## src/rtl/dda_line_rasterizer_unit_defines.svh

```systemverilog
// Assertion macros used by the rasterizer top level.
`ifndef DDA_LINE_RASTERIZER_UNIT_DEFINES_SVH
`define DDA_LINE_RASTERIZER_UNIT_DEFINES_SVH

// Same-cycle implication, sampled on clk, off while rst_n is low.
`define DLR_ASSERT_NOW(lbl, ante, cons, msg) \
  lbl: assert property (@(posedge clk) disable iff (!rst_n) (ante) |-> (cons)) \
    else $error(msg);

// Next-cycle implication, sampled on clk, off while rst_n is low.
`define DLR_ASSERT_NEXT(lbl, ante, cons, msg) \
  lbl: assert property (@(posedge clk) disable iff (!rst_n) (ante) |=> (cons)) \
    else $error(msg);

`endif

```

## src/rtl/dlr_pkg.sv

```systemverilog
// Shared constants and types of the line rasterizer.
package dlr_pkg;

  localparam int COORD_BITS      = 10;
  localparam int FRAC_BITS       = 16;
  localparam int ACC_BITS        = COORD_BITS + FRAC_BITS + 1;
  localparam int STEP_BITS       = FRAC_BITS + 2;
  localparam int QUEUE_DEPTH_DEF = 2;

  typedef enum logic {
    OP_LOAD = 1'b0,
    OP_STEP = 1'b1
  } op_t;

  typedef struct packed {
    op_t                   opcode;
    logic [COORD_BITS-1:0] x_start;
    logic [COORD_BITS-1:0] y_start;
    logic [COORD_BITS-1:0] x_end;
    logic [COORD_BITS-1:0] y_end;
  } in_t;

  typedef struct packed {
    logic [COORD_BITS-1:0] pixel_x;
    logic [COORD_BITS-1:0] pixel_y;
    logic                  last_pixel;
  } out_t;

  // Command handed from the front to the back through the queue.
  typedef struct packed {
    op_t                         kind;
    logic signed [STEP_BITS-1:0] x_step;
    logic signed [STEP_BITS-1:0] y_step;
    logic signed [ACC_BITS-1:0]  x_acc;
    logic signed [ACC_BITS-1:0]  y_acc;
    logic [COORD_BITS-1:0]       len;
  } cmd_t;

endpackage

```

## src/rtl/dlr_front.sv

```systemverilog
// Front end: accepts requests, sets up loads with a restoring divider.
module dlr_front (
  input  logic          clk,
  input  logic          rst_n,
  input  logic          in_valid,
  output logic          in_stall,
  input  dlr_pkg::in_t  in_data,
  output logic          q_push,
  output dlr_pkg::cmd_t q_push_data,
  input  logic          q_full
);
  import dlr_pkg::*;

  localparam int C     = COORD_BITS;
  localparam int F     = FRAC_BITS;
  localparam int A     = ACC_BITS;
  localparam int S     = STEP_BITS;
  localparam int CNT_W = $clog2(F + 1);
  localparam logic [CNT_W-1:0] LAST_CNT = CNT_W'(F);
  localparam logic [A-1:0] HALF = {{(C + 1){1'b0}}, 1'b1, {(F - 1){1'b0}}};

  typedef enum logic [1:0] {
    ST_IDLE,
    ST_DIV,
    ST_PUSH
  } st_t;

  st_t              state_r;
  logic [CNT_W-1:0] cnt_r;
  logic [C-1:0]     x_start_r, y_start_r, len_r;
  logic             x_neg_r, y_neg_r, x_nz_r, y_nz_r;
  logic [C:0]       rem_x_r, rem_y_r;
  logic [F:0]       q_x_r, q_y_r;

  logic             accept;
  logic signed [C:0] dx, dy;
  logic [C-1:0]     adx, ady, len_in;
  logic             cmp_x, cmp_y;
  logic [C:0]       rx, ry;
  logic signed [S-1:0] x_step, y_step;
  logic signed [A-1:0] x_base, y_base, x_acc, y_acc;
  cmd_t             load_cmd, step_cmd;

  assign in_stall = (state_r != ST_IDLE) || q_full;
  assign accept   = in_valid && !in_stall;

  assign dx     = $signed({1'b0, in_data.x_end}) - $signed({1'b0, in_data.x_start});
  assign dy     = $signed({1'b0, in_data.y_end}) - $signed({1'b0, in_data.y_start});
  assign adx    = dx[C] ? C'(-dx) : dx[C-1:0];
  assign ady    = dy[C] ? C'(-dy) : dy[C-1:0];
  assign len_in = (adx >= ady) ? adx : ady;

  // One quotient bit per cycle for each axis.
  assign cmp_x = rem_x_r >= {1'b0, len_r};
  assign cmp_y = rem_y_r >= {1'b0, len_r};
  assign rx    = cmp_x ? rem_x_r - {1'b0, len_r} : rem_x_r;
  assign ry    = cmp_y ? rem_y_r - {1'b0, len_r} : rem_y_r;

  always_comb begin
    x_step = '0;
    y_step = '0;
    if (len_r != '0) begin
      x_step = x_neg_r ? -$signed({1'b0, q_x_r}) : $signed({1'b0, q_x_r});
      y_step = y_neg_r ? -$signed({1'b0, q_y_r}) : $signed({1'b0, q_y_r});
    end
  end

  assign x_base = $signed({1'b0, x_start_r, {F{1'b0}}});
  assign y_base = $signed({1'b0, y_start_r, {F{1'b0}}});

  always_comb begin
    x_acc = x_base;
    y_acc = y_base;
    if (x_nz_r) x_acc = x_neg_r ? x_base - $signed(HALF) : x_base + $signed(HALF);
    if (y_nz_r) y_acc = y_neg_r ? y_base - $signed(HALF) : y_base + $signed(HALF);
  end

  always_comb begin
    load_cmd        = '0;
    load_cmd.kind   = OP_LOAD;
    load_cmd.x_step = x_step;
    load_cmd.y_step = y_step;
    load_cmd.x_acc  = x_acc;
    load_cmd.y_acc  = y_acc;
    load_cmd.len    = len_r;
    step_cmd        = '0;
    step_cmd.kind   = OP_STEP;
  end

  assign q_push      = (accept && in_data.opcode == OP_STEP) ||
                       (state_r == ST_PUSH && !q_full);
  assign q_push_data = (state_r == ST_PUSH) ? load_cmd : step_cmd;

  always_ff @(posedge clk) begin
    if (!rst_n) begin
      state_r <= ST_IDLE;
    end else begin
      unique case (state_r)
        ST_IDLE: begin
          if (accept && in_data.opcode == OP_LOAD) begin
            x_start_r <= in_data.x_start;
            y_start_r <= in_data.y_start;
            x_neg_r   <= dx[C];
            y_neg_r   <= dy[C];
            x_nz_r    <= dx != '0;
            y_nz_r    <= dy != '0;
            len_r     <= len_in;
            rem_x_r   <= {1'b0, adx};
            rem_y_r   <= {1'b0, ady};
            cnt_r     <= '0;
            state_r   <= ST_DIV;
          end
        end
        ST_DIV: begin
          rem_x_r <= {rx[C-1:0], 1'b0};
          rem_y_r <= {ry[C-1:0], 1'b0};
          q_x_r   <= {q_x_r[F-1:0], cmp_x};
          q_y_r   <= {q_y_r[F-1:0], cmp_y};
          cnt_r   <= cnt_r + 1'b1;
          if (cnt_r == LAST_CNT) state_r <= ST_PUSH;
        end
        ST_PUSH: begin
          if (!q_full) state_r <= ST_IDLE;
        end
        default: state_r <= ST_IDLE;
      endcase
    end
  end

endmodule

```

## src/rtl/dlr_cmd_queue.sv

```systemverilog
// Short in-order command queue between the front and back ends.
module dlr_cmd_queue #(
  parameter int DEPTH = dlr_pkg::QUEUE_DEPTH_DEF
) (
  input  logic          clk,
  input  logic          rst_n,
  input  logic          push,
  input  dlr_pkg::cmd_t push_data,
  output logic          full,
  input  logic          pop,
  output dlr_pkg::cmd_t pop_data,
  output logic          empty
);
  import dlr_pkg::*;

  localparam int PTR_W = (DEPTH > 1) ? $clog2(DEPTH) : 1;
  localparam int CNT_W = $clog2(DEPTH + 1);
  localparam logic [PTR_W-1:0] LAST_PTR = PTR_W'(DEPTH - 1);
  localparam logic [CNT_W-1:0] FULL_CNT = CNT_W'(DEPTH);

  cmd_t             mem_r [DEPTH];
  logic [PTR_W-1:0] wr_ptr_r, rd_ptr_r;
  logic [CNT_W-1:0] cnt_r;

  assign full     = cnt_r == FULL_CNT;
  assign empty    = cnt_r == '0;
  assign pop_data = mem_r[rd_ptr_r];

  always_ff @(posedge clk) begin
    if (push) mem_r[wr_ptr_r] <= push_data;
  end

  always_ff @(posedge clk) begin
    if (!rst_n) begin
      wr_ptr_r <= '0;
      rd_ptr_r <= '0;
      cnt_r    <= '0;
    end else begin
      if (push) wr_ptr_r <= (wr_ptr_r == LAST_PTR) ? '0 : wr_ptr_r + 1'b1;
      if (pop)  rd_ptr_r <= (rd_ptr_r == LAST_PTR) ? '0 : rd_ptr_r + 1'b1;
      if (push && !pop)      cnt_r <= cnt_r + 1'b1;
      else if (pop && !push) cnt_r <= cnt_r - 1'b1;
    end
  end

endmodule

```

## src/rtl/dlr_back.sv

```systemverilog
// Back end: holds the active line, steps the accumulators, drives results.
module dlr_back (
  input  logic          clk,
  input  logic          rst_n,
  input  dlr_pkg::cmd_t q_data,
  input  logic          q_empty,
  output logic          q_pop,
  output logic          out_valid,
  input  logic          out_stall,
  output dlr_pkg::out_t out_data
);
  import dlr_pkg::*;

  localparam int C = COORD_BITS;
  localparam int F = FRAC_BITS;
  localparam int A = ACC_BITS;

  logic signed [A-1:0]         x_acc_r, y_acc_r;
  logic signed [STEP_BITS-1:0] x_step_r, y_step_r;
  logic [C-1:0]                left_r;
  logic                        out_valid_r;
  out_t                        out_data_r;

  logic   out_free, produce;
  logic [A-1:0] x_mag, y_mag;
  logic [C-1:0] x_int, y_int, x_coord, y_coord;

  assign out_free = !out_valid_r || !out_stall;
  assign q_pop    = !q_empty && (q_data.kind == OP_LOAD || out_free);
  assign produce  = q_pop && q_data.kind == OP_STEP && left_r != '0;

  // Truncate toward zero, then wrap to the coordinate width.
  assign x_mag   = x_acc_r[A-1] ? -x_acc_r : x_acc_r;
  assign y_mag   = y_acc_r[A-1] ? -y_acc_r : y_acc_r;
  assign x_int   = x_mag[F+C-1:F];
  assign y_int   = y_mag[F+C-1:F];
  assign x_coord = x_acc_r[A-1] ? -x_int : x_int;
  assign y_coord = y_acc_r[A-1] ? -y_int : y_int;

  always_ff @(posedge clk) begin
    if (q_pop && q_data.kind == OP_LOAD) begin
      x_acc_r  <= q_data.x_acc;
      y_acc_r  <= q_data.y_acc;
      x_step_r <= q_data.x_step;
      y_step_r <= q_data.y_step;
    end else if (produce) begin
      x_acc_r <= x_acc_r + A'(x_step_r);
      y_acc_r <= y_acc_r + A'(y_step_r);
    end
    if (produce) begin
      out_data_r.pixel_x    <= x_coord;
      out_data_r.pixel_y    <= y_coord;
      out_data_r.last_pixel <= left_r == C'(1);
    end
  end

  always_ff @(posedge clk) begin
    if (!rst_n) begin
      left_r      <= '0;
      out_valid_r <= 1'b0;
    end else begin
      if (q_pop && q_data.kind == OP_LOAD) left_r <= q_data.len;
      else if (produce)                    left_r <= left_r - 1'b1;
      if (produce)        out_valid_r <= 1'b1;
      else if (!out_stall) out_valid_r <= 1'b0;
    end
  end

  assign out_valid = out_valid_r;
  assign out_data  = out_data_r;

endmodule

```

## src/rtl/dda_line_rasterizer_unit.sv

```systemverilog
// Top level of the DDA line rasterizer.
//
//  channel | ports                       | request carries
//  --------+-----------------------------+------------------------------------
//  input   | in_valid, in_stall, in_data | opcode, x_start, y_start, x_end, y_end
//  output  | out_valid, out_stall, out_data | pixel_x, pixel_y, last_pixel
//
// A pixel request costs the back end one accumulator add per pixel.
// A load request holds in_stall high while the restoring divider produces the quotient
// bits of both increments and until the load command enters the queue.
// Reset (rst_n low at a clock edge) empties the queue and leaves no line active.
// out_stall backs up through the result register into the queue and then in_stall.
`include "dda_line_rasterizer_unit_defines.svh"

module dda_line_rasterizer_unit #(
  parameter int QUEUE_DEPTH = dlr_pkg::QUEUE_DEPTH_DEF
) (
  input  logic         clk,
  input  logic         rst_n,
  input  logic         in_valid,
  output logic         in_stall,
  input  dlr_pkg::in_t in_data,
  output logic         out_valid,
  input  logic         out_stall,
  output dlr_pkg::out_t out_data
);
  import dlr_pkg::*;

  logic q_push, q_full, q_pop, q_empty;
  logic load_accept;
  cmd_t q_push_data, q_pop_data;

  dlr_front u_front (
    .clk         (clk),
    .rst_n       (rst_n),
    .in_valid    (in_valid),
    .in_stall    (in_stall),
    .in_data     (in_data),
    .q_push      (q_push),
    .q_push_data (q_push_data),
    .q_full      (q_full)
  );

  dlr_cmd_queue #(
    .DEPTH (QUEUE_DEPTH)
  ) u_queue (
    .clk       (clk),
    .rst_n     (rst_n),
    .push      (q_push),
    .push_data (q_push_data),
    .full      (q_full),
    .pop       (q_pop),
    .pop_data  (q_pop_data),
    .empty     (q_empty)
  );

  dlr_back u_back (
    .clk       (clk),
    .rst_n     (rst_n),
    .q_data    (q_pop_data),
    .q_empty   (q_empty),
    .q_pop     (q_pop),
    .out_valid (out_valid),
    .out_stall (out_stall),
    .out_data  (out_data)
  );

  assign load_accept = in_valid && !in_stall && in_data.opcode == OP_LOAD;

  `DLR_ASSERT_NOW(a_no_push_full, q_push, !q_full, "push into full command queue")
  `DLR_ASSERT_NOW(a_no_pop_empty, q_pop, !q_empty, "pop from empty command queue")
  `DLR_ASSERT_NEXT(a_load_holds_input, load_accept, in_stall, "input not held on load")

endmodule

```

## config.mk

```make
export PLATFORM = sky130hd
export DESIGN_NAME = dda_line_rasterizer_unit
export DESIGN_NICKNAME = d
export VERILOG_FILES = /design/src/rtl/dlr_pkg.sv /design/src/rtl/dlr_front.sv /design/src/rtl/dlr_cmd_queue.sv /design/src/rtl/dlr_back.sv /design/src/rtl/dda_line_rasterizer_unit.sv
export VERILOG_INCLUDE_DIRS = /design/src /design/src/rtl
export SDC_FILE = /design/constraint.sdc
export NUM_CORES = 1
export LEC_CHECK = 0
export BUFFER_PORTS_ARGS = -buffer_cell sky130_fd_sc_hd__buf_2
export CAP_MARGIN = 10
export CORE_MARGIN = 3
export CORE_UTILIZATION = 48
export CTS_CLUSTER_DIAMETER = 40
export CTS_CLUSTER_SIZE = 10
export DETAILED_ROUTE_END_ITERATION = 10
export SETUP_SLACK_MARGIN = 0.4
export SLEW_MARGIN = 5
export SYNTH_ARGS = -nofsm -noshare
export SYNTH_HDL_FRONTEND = slang
export SYNTH_SLANG_ARGS = --single-unit
```

## constraint.sdc

```tcl
create_clock -name clk -period 27.6 [get_ports clk]
set_input_delay 5.52 -clock clk [delete_from_list [all_inputs] [get_ports clk]]
set_output_delay 5.52 -clock clk [all_outputs]
set_load 0.03 [all_outputs]
```

==> impl_metrics.env, run 1 <==
export IMPL_hold_path_end="u_front.q_x_r[14]"
export IMPL_p_int_uw=1520
export IMPL_drv_slew=0
export IMPL_place_ws_ps=17500
export IMPL_grt_pass1_vias=12900
export IMPL_postCtsSetupRepairBufs=0
export IMPL_status="completed"
export IMPL_synth_edf_count=348
export IMPL_ir_worst_vdd_uv=54.6
export IMPL_ys_warn_count=0
export IMPL_hold_class="reg2reg"
export IMPL_synthAdderAreaFrac_pct=7.81
export IMPL_h_tree_depth=2
export IMPL_syn_inst=1682
export IMPL_ys_types=73
export IMPL_setup_violations=0
export IMPL_synth_top_family_by_area="simple AND/OR/NAND/NOR gates"
export IMPL_synth_simple_area_share_pct=11.7
export IMPL_n_antenna_cell=0
export IMPL_synthFlopType="edfxtp_1"
export IMPL_clock_sinks=366
export IMPL_layout_common_cells="edfxtp_1, nor2_1, ha_1"
export IMPL_coreArea_um2=40900
export IMPL_wl_met1_mm=21.2
export IMPL_powerDensity_nw_per_um2=101
export IMPL_end_kind="flop"
export IMPL_relSlewSlack_pct=34.6
export IMPL_clock_fmax_mhz=105
export IMPL_clkTransAtPathRegs_ps=50
export IMPL_hpwl_mm=29.6
export IMPL_crit_type="in2reg"
export IMPL_dieArea_um2=44100
export IMPL_switching_share_pct=34.0
export IMPL_grt_use_total_pct=19.3
export IMPL_ff2ff_path_depth=11
export IMPL_vias=13000
export IMPL_fp_dieH_um=210
export IMPL_final_common_cell="edfxtp_1"
export IMPL_netlist_area_um2=20000
export IMPL_required_ps=27920
export IMPL_grt_overflow=0
export IMPL_muxShareOfSynthArea_pct=6.17
export IMPL_detail_route_wl_per_cell_um=17.9
export IMPL_grt_setup_unrepaired="no"
export IMPL_cp_max_fo=11
export IMPL_top_layer="met4"
export IMPL_met2WireLength_mm=18.4
export IMPL_drive_above_1_share_pct=13.4
export IMPL_root_buffer="clkbuf_16"
export IMPL_num_rows=74
export IMPL_hp_start="u_front.q_x_r[13]"
export IMPL_ctsHoldBuffers=0
export IMPL_grt_first_pass_wirelength_mm=68.5
export IMPL_nNetsFinal=1942
export IMPL_cts_made_buffers=59
export IMPL_setup_tns_ps=0
export IMPL_grt_max_degree=78
export IMPL_drtIter0Drc=760
export IMPL_antenna_found_initial=0
export IMPL_wl_met3_mm=1.61
export IMPL_power_switching_uw=784
export IMPL_synth_compound_area_share_pct=10.7
export IMPL_routed_wl_mm=42.1
export IMPL_drtAntennaViolNets=0
export IMPL_via_per_inst=5.54
export IMPL_seqPwrFrac_pct=36.9
export IMPL_rr_startpoint="u_front.len_r[1]"
export IMPL_tightest_slew_ps=981
export IMPL_die_width_um=210
export IMPL_cts_tree="done"
export IMPL_fin_crit_ps=9490
export IMPL_r2r_setup_slack_ps=23920
export IMPL_clk_path_buf_depth=3
export IMPL_period_share_pct=34.4
export IMPL_ys_seq_elements=366
export IMPL_cp_data_arrival_time_ps=9810
export IMPL_rr_endpoint="u_front.rem_x_r[1]"
export IMPL_place_port_buffers=67
export IMPL_drc_errors=0
export IMPL_clk_latency_ps=610
export IMPL_syn_nets=1848
export IMPL_hold_violations=0
export IMPL_drtPass1Iterations=5
export IMPL_leakage_uw=0.00870
export IMPL_area_growth_pct=14.2
export IMPL_drv_cap=0
export IMPL_synth_xor_area_share_pct=6.85
export IMPL_place_congestion=0.821
export IMPL_start_util_pct=48.8
export IMPL_seq_area_frac_synth_pct=54.2
export IMPL_synthArstFlopShare_pct=0
export IMPL_cts_resized=0
export IMPL_worstSetupStartpointType="input pin"
export IMPL_boundaryPins=68
export IMPL_fin_ws_ps=18110
export IMPL_finalClockSkew_ps=15.5
export IMPL_hold_path_cell_count=0
export IMPL_clockPowerShare_pct=30.2
export IMPL_postSynthAreaPerCell_um2=11.9
export IMPL_p_comb_share_pct=32.9
[how the worst max path moves through the flow]
stage / from / end / slack, ps
floorplan: in_data[40] / u_queue.mem_r[0][0] / 14550
global placement: in_data[0] / u_front.len_r[6] / 17620
detailed placement: in_data[0] / u_front.len_r[5] / 17500
CTS: in_data[0] / u_front.len_r[7] / 18100
global route: in_data[0] / u_front.len_r[7] / 17610
finish: in_data[0] / u_front.len_r[7] / 18110
[logic make-up after synthesis]
| kind of cell | after synthesis |
|---|---|
| xor+xnor | 156 |
| simple gates | 460 |
| buf+inv | 136 |
| fa+ha+maj | 121 |
| mux | 117 |
| compound gates | 326 |
| flops | 366 |
[registers in the layout (all words and copies together), names as in the netlist, 2 cells and up, named ones only]
| name | count |
|---|---|
| u_back.left_r | 10 |
| u_front.q_x_r | 17 |
| u_front.q_y_r | 17 |
| u_back.y_acc_r | 27 |
| u_back.x_acc_r | 27 |
| u_front.cnt_r | 5 |
| u_queue.cnt_r | 2 |
| u_back.y_step_r | 18 |
| u_back.x_step_r | 18 |
| u_front.len_r | 10 |
| u_back.out_data | 21 |
| u_front.state_r | 2 |
| u_front.x_start_r | 10 |
| u_front.rem_y_r | 11 |
| u_queue.mem_r | 142 |
| u_front.y_start_r | 10 |
| u_front.rem_x_r | 11 |
[power groups by stage]
stage	combinational, µW	sequential (µW)	clock, µW
after floorplan	577	863	0
after detailed placement	757	861	0
after CTS	764	851	713
after global placement	747	858	0
after global routing	858	863	740
final	759	851	698
[stage by stage]
stage | util, % | cell area (µm²) | cells | total power (µW) | hold slack [ps]
6_report | 55.7 | 22800 | 2351 | 2310 | 495
5_1_grt | 55.7 | 22800 | 2351 | 2460 | 513
4_1_cts | 55.7 | 22800 | 2351 | 2330 | 496
3_5_place_dp | 51.1 | 20900 | 2247 | 1620 | 482
3_3_place_gp | 51.1 | 20900 | 2247 | 1600 | 471
2_1_floorplan | - | 20000 | 1682 | 1440 | 426
[Yosys cell counts (4+ instances only)]
master    count  area [µm²]
edfxtp_1    348       10500
nor2_1      149         559
ha_1        115        1440
inv_1        89         334
a21oi_1      83         415
xor2_1       82         718
nand2_1      75         282
xnor2_1      74         648
mux2i_1      69         691
o21ai_0      67         335
mux2_2       48         541
a21o_1       41         308
nor3_1       34         170
nor2b_1      30         188
nand3_1      26         130
clkbuf_1     25        93.8
nor4_1       24         150
a211oi_1     23         173
or3_1        22         138
and2_1       19         119
nand2b_1     19         119
dfxtp_1      18         360
o21a_1       16         120
buf_1        15        56.3
nand4_1      15        93.8
o31ai_1      13        97.6
a31oi_1      10        62.6
and3_1       10        62.6
o211ai_1      9        67.6
o21bai_1      9        67.6
and4_1        7        61.3
a21boi_0      6        45.0
buf_2         6        30.0
fa_1          6         120
a221oi_1      5        43.8
nand3b_1      5        37.5
o41ai_1       5        43.8
nor3b_1       4        30.0
o211a_1       4        40.0
o22ai_1       4        25.0
o31a_1        4        35.0
or2_2         4        25.0
[final cells by class]
class,count,area [µm²]
fillers,3453,18100
flip-flops and latches,366,10800
multi-input cells,1180,8650
clock buffers,65,1500
well taps,532,666
repair buffers,80,433
clock inverters,39,397
inverters,89,335
[worst max-delay path: stages]
cell	delay [ps]
buf_2	90
inv_1	40
ha_1	160
inv_1	50
fa_1	420
a211oi_1	260
o21bai_1	110
a21oi_1	240
o21bai_1	90
a21o_1	200
a31oi_1	680
mux2i_1	400
ha_1	290
a21oi_1	130
nor2b_1	50
o21ai_0	150
nand2b_1	80
a21oi_1	150
o21ai_0	100
a21o_1	380
mux2i_1	200
[metal layers]
metal / global-route usage (%) / up-vias
met4: 5.01 / 0
met2: 29.4 / 238
met1: 28.7 / 6253
met5: 0 / -
li1: - / 6470
met3: 3.45 / 60
No activity file was read; power rests on OpenSTA's default activity.
==> run 2, diff against run 1 <==
==> constraint.sdc (replaced) <==
create_clock -name clk -period 9 [get_ports clk]
set_input_delay 1.8 -clock clk [delete_from_list [all_inputs] [get_ports clk]]
set_output_delay 1.8 -clock clk [all_outputs]
set_load 0.03 [all_outputs]
==> run 2 against run 1 <==
  * Setup slack got worse by 15000 ps
  * Sequential share of layout area increased by 0.29 points
  * Critical path type unchanged
  * Combinational power increased to 3.1 times the previous value
  * Cell count decreased by 0.60%
  * Clock power increased to 2.9 times the previous value
  * Via count decreased by 1.4%
  * Critical endpoint is now u_front.len_r[2]
  * Core utilization decreased by 0.33 points
  * Count of clock-buffer cells in the layout decreased by 5
  * Design area decreased by 0.60%
==> impl_metrics.env, run 2 (synthesis results as in run 1) <==
export IMPL_cp_max_fo=11
export IMPL_rr_startpoint="u_front.len_r[1]"
export IMPL_critical_path_top_delay_family="compound AO/OA/AOI/OAI gates"
export IMPL_via_per_inst=5.49
export IMPL_grt_overflow=0
export IMPL_routed_wl_mm=42.1
export IMPL_multi_input_area_um2=8660
export IMPL_tightest_slew_ps=986
export IMPL_clkTransAtPathRegs_ps=50
export IMPL_vias=12800
export IMPL_cts_made_buffers=55
export IMPL_nNetsFinal=1938
export IMPL_ff2ff_path_depth=11
export IMPL_grt_first_pass_wirelength_mm=68.5
export IMPL_period_share_pct=63.8
export IMPL_drtAntennaViolNets=0
export IMPL_grt_pass1_vias=13100
export IMPL_drtIter0Drc=999
export IMPL_seqCellArea_um2=10800
export IMPL_largest_reg_flops=142
export IMPL_drv_cap=0
export IMPL_detail_route_wl_per_cell_um=18.0
export IMPL_fin_crit_ps=5740
export IMPL_cp_data_arrival_time_ps=6050
export IMPL_fp_dieH_um=210
export IMPL_cts_resized=0
export IMPL_layout_common_cells="edfxtp_1, nor2_1, ha_1"
export IMPL_coreArea_um2=40900
export IMPL_clk_latency_ps=590
export IMPL_place_ws_ps=2690
export IMPL_h_tree_depth=2
export IMPL_hold_path_cell_count=0
export IMPL_drtPass1Iterations=5
export IMPL_setup_violations=0
export IMPL_hold_violations=0
export IMPL_drive_above_1_share_pct=12.7
export IMPL_cpMostUsedCell="a21oi_1"
export IMPL_rr_endpoint="u_front.rem_x_r[1]"
export IMPL_cp_cell_sequence="buf_2 > inv_1 > ha_1 > inv_1 > fa_1 > a211oi_1 > o21bai_1 > a21oi_1 > o21bai_1 > a21o_1 > a31oi_1 > mux2i_1 > ha_1 > a21oi_1 > nor2b_1 > o21ai_0 > nand2b_1 > a21oi_1 > o21ai_0 > a21o_1 > mux2i_1"
export IMPL_antenna_found_initial=1
export IMPL_fin_ws_ps=3260
export IMPL_hpwl_mm=29.8
export IMPL_crit_path_max_incr_delay_ps=660
export IMPL_num_rows=74
export IMPL_clock_fmax_mhz=174
export IMPL_cp_num_cells=21
export IMPL_grt_setup_unrepaired="no"
export IMPL_clk_path_buf_depth=3
export IMPL_final_cell_area_um2=22700
export IMPL_drv_slew=0
export IMPL_hp_start="u_front.q_y_r[15]"
export IMPL_root_buffer="clkbuf_16"
export IMPL_end_kind="flop"
export IMPL_ctsHoldBuffers=0
export IMPL_crit_type="in2reg"
export IMPL_crit_buf_inv=3
export IMPL_clock_sinks=366
export IMPL_ir_worst_vdd_uv=144
export IMPL_postCtsSetupRepairBufs=0
export IMPL_cts_tree="done"
export IMPL_grt_use_total_pct=19.3
export IMPL_final_common_cell="edfxtp_1"
export IMPL_cp_slowest_cell="a31oi_1"
export IMPL_start_util_pct=48.8
export IMPL_placed_cell_area_um2=20900
export IMPL_boundaryPins=68
export IMPL_required_ps=9310
export IMPL_area_growth_pct=13.5
export IMPL_r2r_setup_slack_ps=5390
export IMPL_dieArea_um2=44100
export IMPL_finalClockSkew_ps=12.8
export IMPL_crit_start="in_data[0]"
export IMPL_hold_class="reg2reg"
export IMPL_leakage_uw=0.00865
export IMPL_regMostFlops="u_queue.mem_r"
export IMPL_status="completed"
export IMPL_worstSetupStartpointType="input pin"
export IMPL_nFillCells=3436
export IMPL_drc_errors=0
export IMPL_crit_end="u_front.len_r[2]"
export IMPL_grt_max_degree=76
export IMPL_largest_registers="u_queue.mem_r: 142 flops, u_back.x_acc_r: 27 flops, u_back.y_acc_r: 27 flops"
export IMPL_n_antenna_cell=0
export IMPL_die_width_um=210
export IMPL_place_port_buffers=67
export IMPL_setup_tns_ps=0
export IMPL_powerDensity_nw_per_um2=307
export IMPL_place_congestion=0.839
export IMPL_relSlewSlack_pct=34.2
-- run 2: layer usage --
layer	routed length, µm	vias up	global-route usage [%]
met4	862	0	5.52
met5	0	-	0
met1	20600	6067	27.6
met2	18500	245	30.3
met3	2040	65	3.83
li1	-	6461	-
-- run 2: final cells by class --
type / count / area share (%)
Sequential cell: 366 / 47.7
Multi-Input combinational cell: 1180 / 38.2
Clock buffer: 60 / 6.16
Tap cell: 532 / 2.94
Timing Repair Buffer: 80 / 1.91
Clock inverter: 30 / 1.57
Inverter: 89 / 1.48
-- run 2: how the worst min path moves through the flow --
stage | slack (ps) | to
after floorplan | 430 | u_front.q_y_r[1]
after global placement | 470 | u_front.q_y_r[16]
after detailed placement | 480 | u_front.q_y_r[16]
after CTS | 490 | u_front.q_y_r[16]
after global routing | 490 | u_front.q_y_r[16]
final | 480 | u_front.q_y_r[16]
-- run 2: where the power goes --
group / total [µW] / switching, µW / internal, µW
clock: 2030 / 745 / 1280
combinational: 2330 / 1340 / 985
sequential: 2610 / 247 / 2360
total: 6970 / 2340 / 4630
-- run 2: stage by stage --
stage | total power, µW | hold slack (ps) | utilization (%) | std cells
floorplan | 4410 | 426 | - | 1682
global placement | 4920 | 471 | 51.1 | 2247
detailed placement | 4970 | 477 | 51.1 | 2247
CTS | 7040 | 488 | 55.4 | 2337
global route | 7440 | 491 | 55.4 | 2337
finish | 6970 | 485 | 55.4 | 2337
==> run 3, diff against run 2 <==
==> constraint.sdc (replaced) <==
create_clock -name clk -period 5.9 [get_ports clk]
set_input_delay 1.18 -clock clk [delete_from_list [all_inputs] [get_ports clk]]
set_output_delay 1.18 -clock clk [all_outputs]
set_load 0.03 [all_outputs]
==> run 3 against run 2 <==
  * Core utilization is 0.29 points higher
  * Highest routed layer unchanged
  * First-iteration DRC count is 22% lower
  * Non-clock buffer count is 6 higher
  * Largest power group unchanged
  * Global-route usage is 0.30 points lower
  * Wire length is 0.51% lower
  * Setup slack worse by 2300 ps
  * Total power is 53% higher
  * Register-to-register slack worse by 3100 ps
  * Combinational power is 53% higher
  * Die area stayed put
  * Count of clock-buffer cells in the layout is 14 higher
  * Critical path type unchanged
==> impl_metrics.env, run 3 (synthesis results as in run 1) <==
export IMPL_postCtsSetupRepairBufs=0
export IMPL_end_kind="flop"
export IMPL_hold_class="reg2reg"
export IMPL_fp_dieH_um=210
export IMPL_boundaryPins=68
export IMPL_n_antenna_cell=0
export IMPL_via_per_inst=5.52
export IMPL_ir_worst_vdd_uv=258
export IMPL_grt_pass1_vias=12800
export IMPL_leakage_uw=0.00870
export IMPL_final_cell_area_um2=22800
export IMPL_grt_first_pass_wirelength_mm=67.4
export IMPL_relSlewSlack_pct=38.8
export IMPL_coreArea_um2=40900
export IMPL_finalClockSkew_ps=29.7
export IMPL_hold_violations=0
export IMPL_powerDensity_nw_per_um2=469
export IMPL_routed_wl_mm=41.8
export IMPL_grt_overflow=0
export IMPL_clock_sinks=366
export IMPL_grt_setup_unrepaired="no"
export IMPL_drv_slew=0
export IMPL_drtAntennaViolNets=0
export IMPL_final_common_cell="edfxtp_1"
export IMPL_crit_type="in2reg"
export IMPL_worstSetupStartpointType="input pin"
export IMPL_clk_latency_ps=590
export IMPL_fin_crit_ps=4920
export IMPL_place_ws_ps=433
export IMPL_tightest_slew_ps=911
export IMPL_antenna_found_initial=0
export IMPL_period_share_pct=83.4
export IMPL_dieArea_um2=44100
export IMPL_root_buffer="clkbuf_16"
export IMPL_layout_common_cells="edfxtp_1, nor2_1, ha_1"
export IMPL_ctsHoldBuffers=0
export IMPL_die_width_um=210
export IMPL_num_rows=74
export IMPL_place_port_buffers=67
export IMPL_placed_cell_area_um2=21000
export IMPL_nNetsFinal=1945
export IMPL_hpwl_mm=29.8
export IMPL_largest_reg_flops=142
export IMPL_detail_route_wl_per_cell_um=17.8
export IMPL_fin_ws_ps=977
export IMPL_cts_tree="done"
export IMPL_nFillCells=3469
export IMPL_vias=13000
export IMPL_clkTransAtPathRegs_ps=50
export IMPL_area_growth_pct=14.1
export IMPL_utilization_pct=55.7
export IMPL_clk_path_buf_depth=3
export IMPL_drc_errors=0
export IMPL_setup_violations=0
export IMPL_cts_resized=0
export IMPL_start_util_pct=48.8
export IMPL_regMostFlops="u_queue.mem_r"
export IMPL_cp_data_arrival_time_ps=5230
export IMPL_place_congestion=0.852
export IMPL_cts_made_buffers=56
export IMPL_grt_max_degree=79
export IMPL_h_tree_depth=2
export IMPL_setup_tns_ps=0
export IMPL_cp_max_fo=10
export IMPL_drtPass1Iterations=6
export IMPL_drive_above_1_share_pct=13.1
export IMPL_status="completed"
export IMPL_largest_registers="u_queue.mem_r: 142 flops, u_back.x_acc_r: 27 flops, u_back.y_acc_r: 27 flops"
export IMPL_drtIter0Drc=784
export IMPL_drv_cap=0
export IMPL_required_ps=6210
export IMPL_clock_fmax_mhz=203
export IMPL_grt_use_total_pct=19.0
==> run 3: changes by cell type in the layout (fill, tap and decap cells not counted) <==
cell        delta
bufinv_16      -2
clkinvlp_4     +1
clkinv_4       +2
buf_12         +2
clkbuf_1      +10
inv_6          +2
clkbuf_16      +2
clkinv_8       -2
buf_4          +4
clkinv_2       -3
clkbuf_8       +2
==> run 3: critical path, cell delays in order <==
cell      delay, ps
buf_2            90
inv_1            50
ha_1            150
inv_1            50
fa_1            420
a211o_1         350
a211oi_1        370
o21bai_1        140
a21o_1          210
a31o_1          330
a21oi_1         190
xor2_1          240
inv_1            70
ha_1            310
a21o_1          160
a211oi_1        210
o21ai_0         110
a21o_1          400
mux2i_1         200
==> run 3: layer usage <==
layer  global-route usage, %  vias to the layer above  part of all wire (%)
met3                    3.06                       59                   4.2
met4                    5.06                        0                   1.8
li1                        -                     6490                     -
met1                    28.3                     6213                    50
met5                       0                        -                     0
met2                    29.3                      243                    44
==> run 3: stage by stage <==
stage	instances	power (µW)	hold WS, ps
floorplan	1682	6730	426
detailed placement	2253	7590	470
global placement	2253	7530	471
finish	2355	10700	473
global route	2355	11400	496
CTS	2355	10800	481
==> run 3: final timing paths <==
| kind | start | end | slack [ps] | cells past startpoint |
|---|---|---|---|---|
| setup / recovery | in_data[10] | u_front.len_r[8] | 980 | 19 |
| hold / removal | u_front.q_y_r[1] | u_front.q_y_r[2] | 470 | 0 |
| setup reg to reg | u_front.len_r[1] | u_front.rem_x_r[1] | 2260 | 11 |
| hold reg to reg | u_front.q_y_r[1] | u_front.q_y_r[2] | 470 | 0 |
==> run 3: where the power goes <==
group	internal (µW)	total, µW	switching (µW)
Clock	1980	3140	1160
Sequential	3600	3980	379
Combinational	1520	3570	2050
Total	7100	10700	3590
==> run 3: area by class of cell <==
type,instances,area (µm²),area share (%)
sequential,366,10800,47.5
tap,532,666,2.92
multi-input combinational,1180,8660,38.0
inverter,89,335,1.47
timing repair buffer,86,503,2.21
clock inverter,28,290,1.27
clock buffer,74,1510,6.63
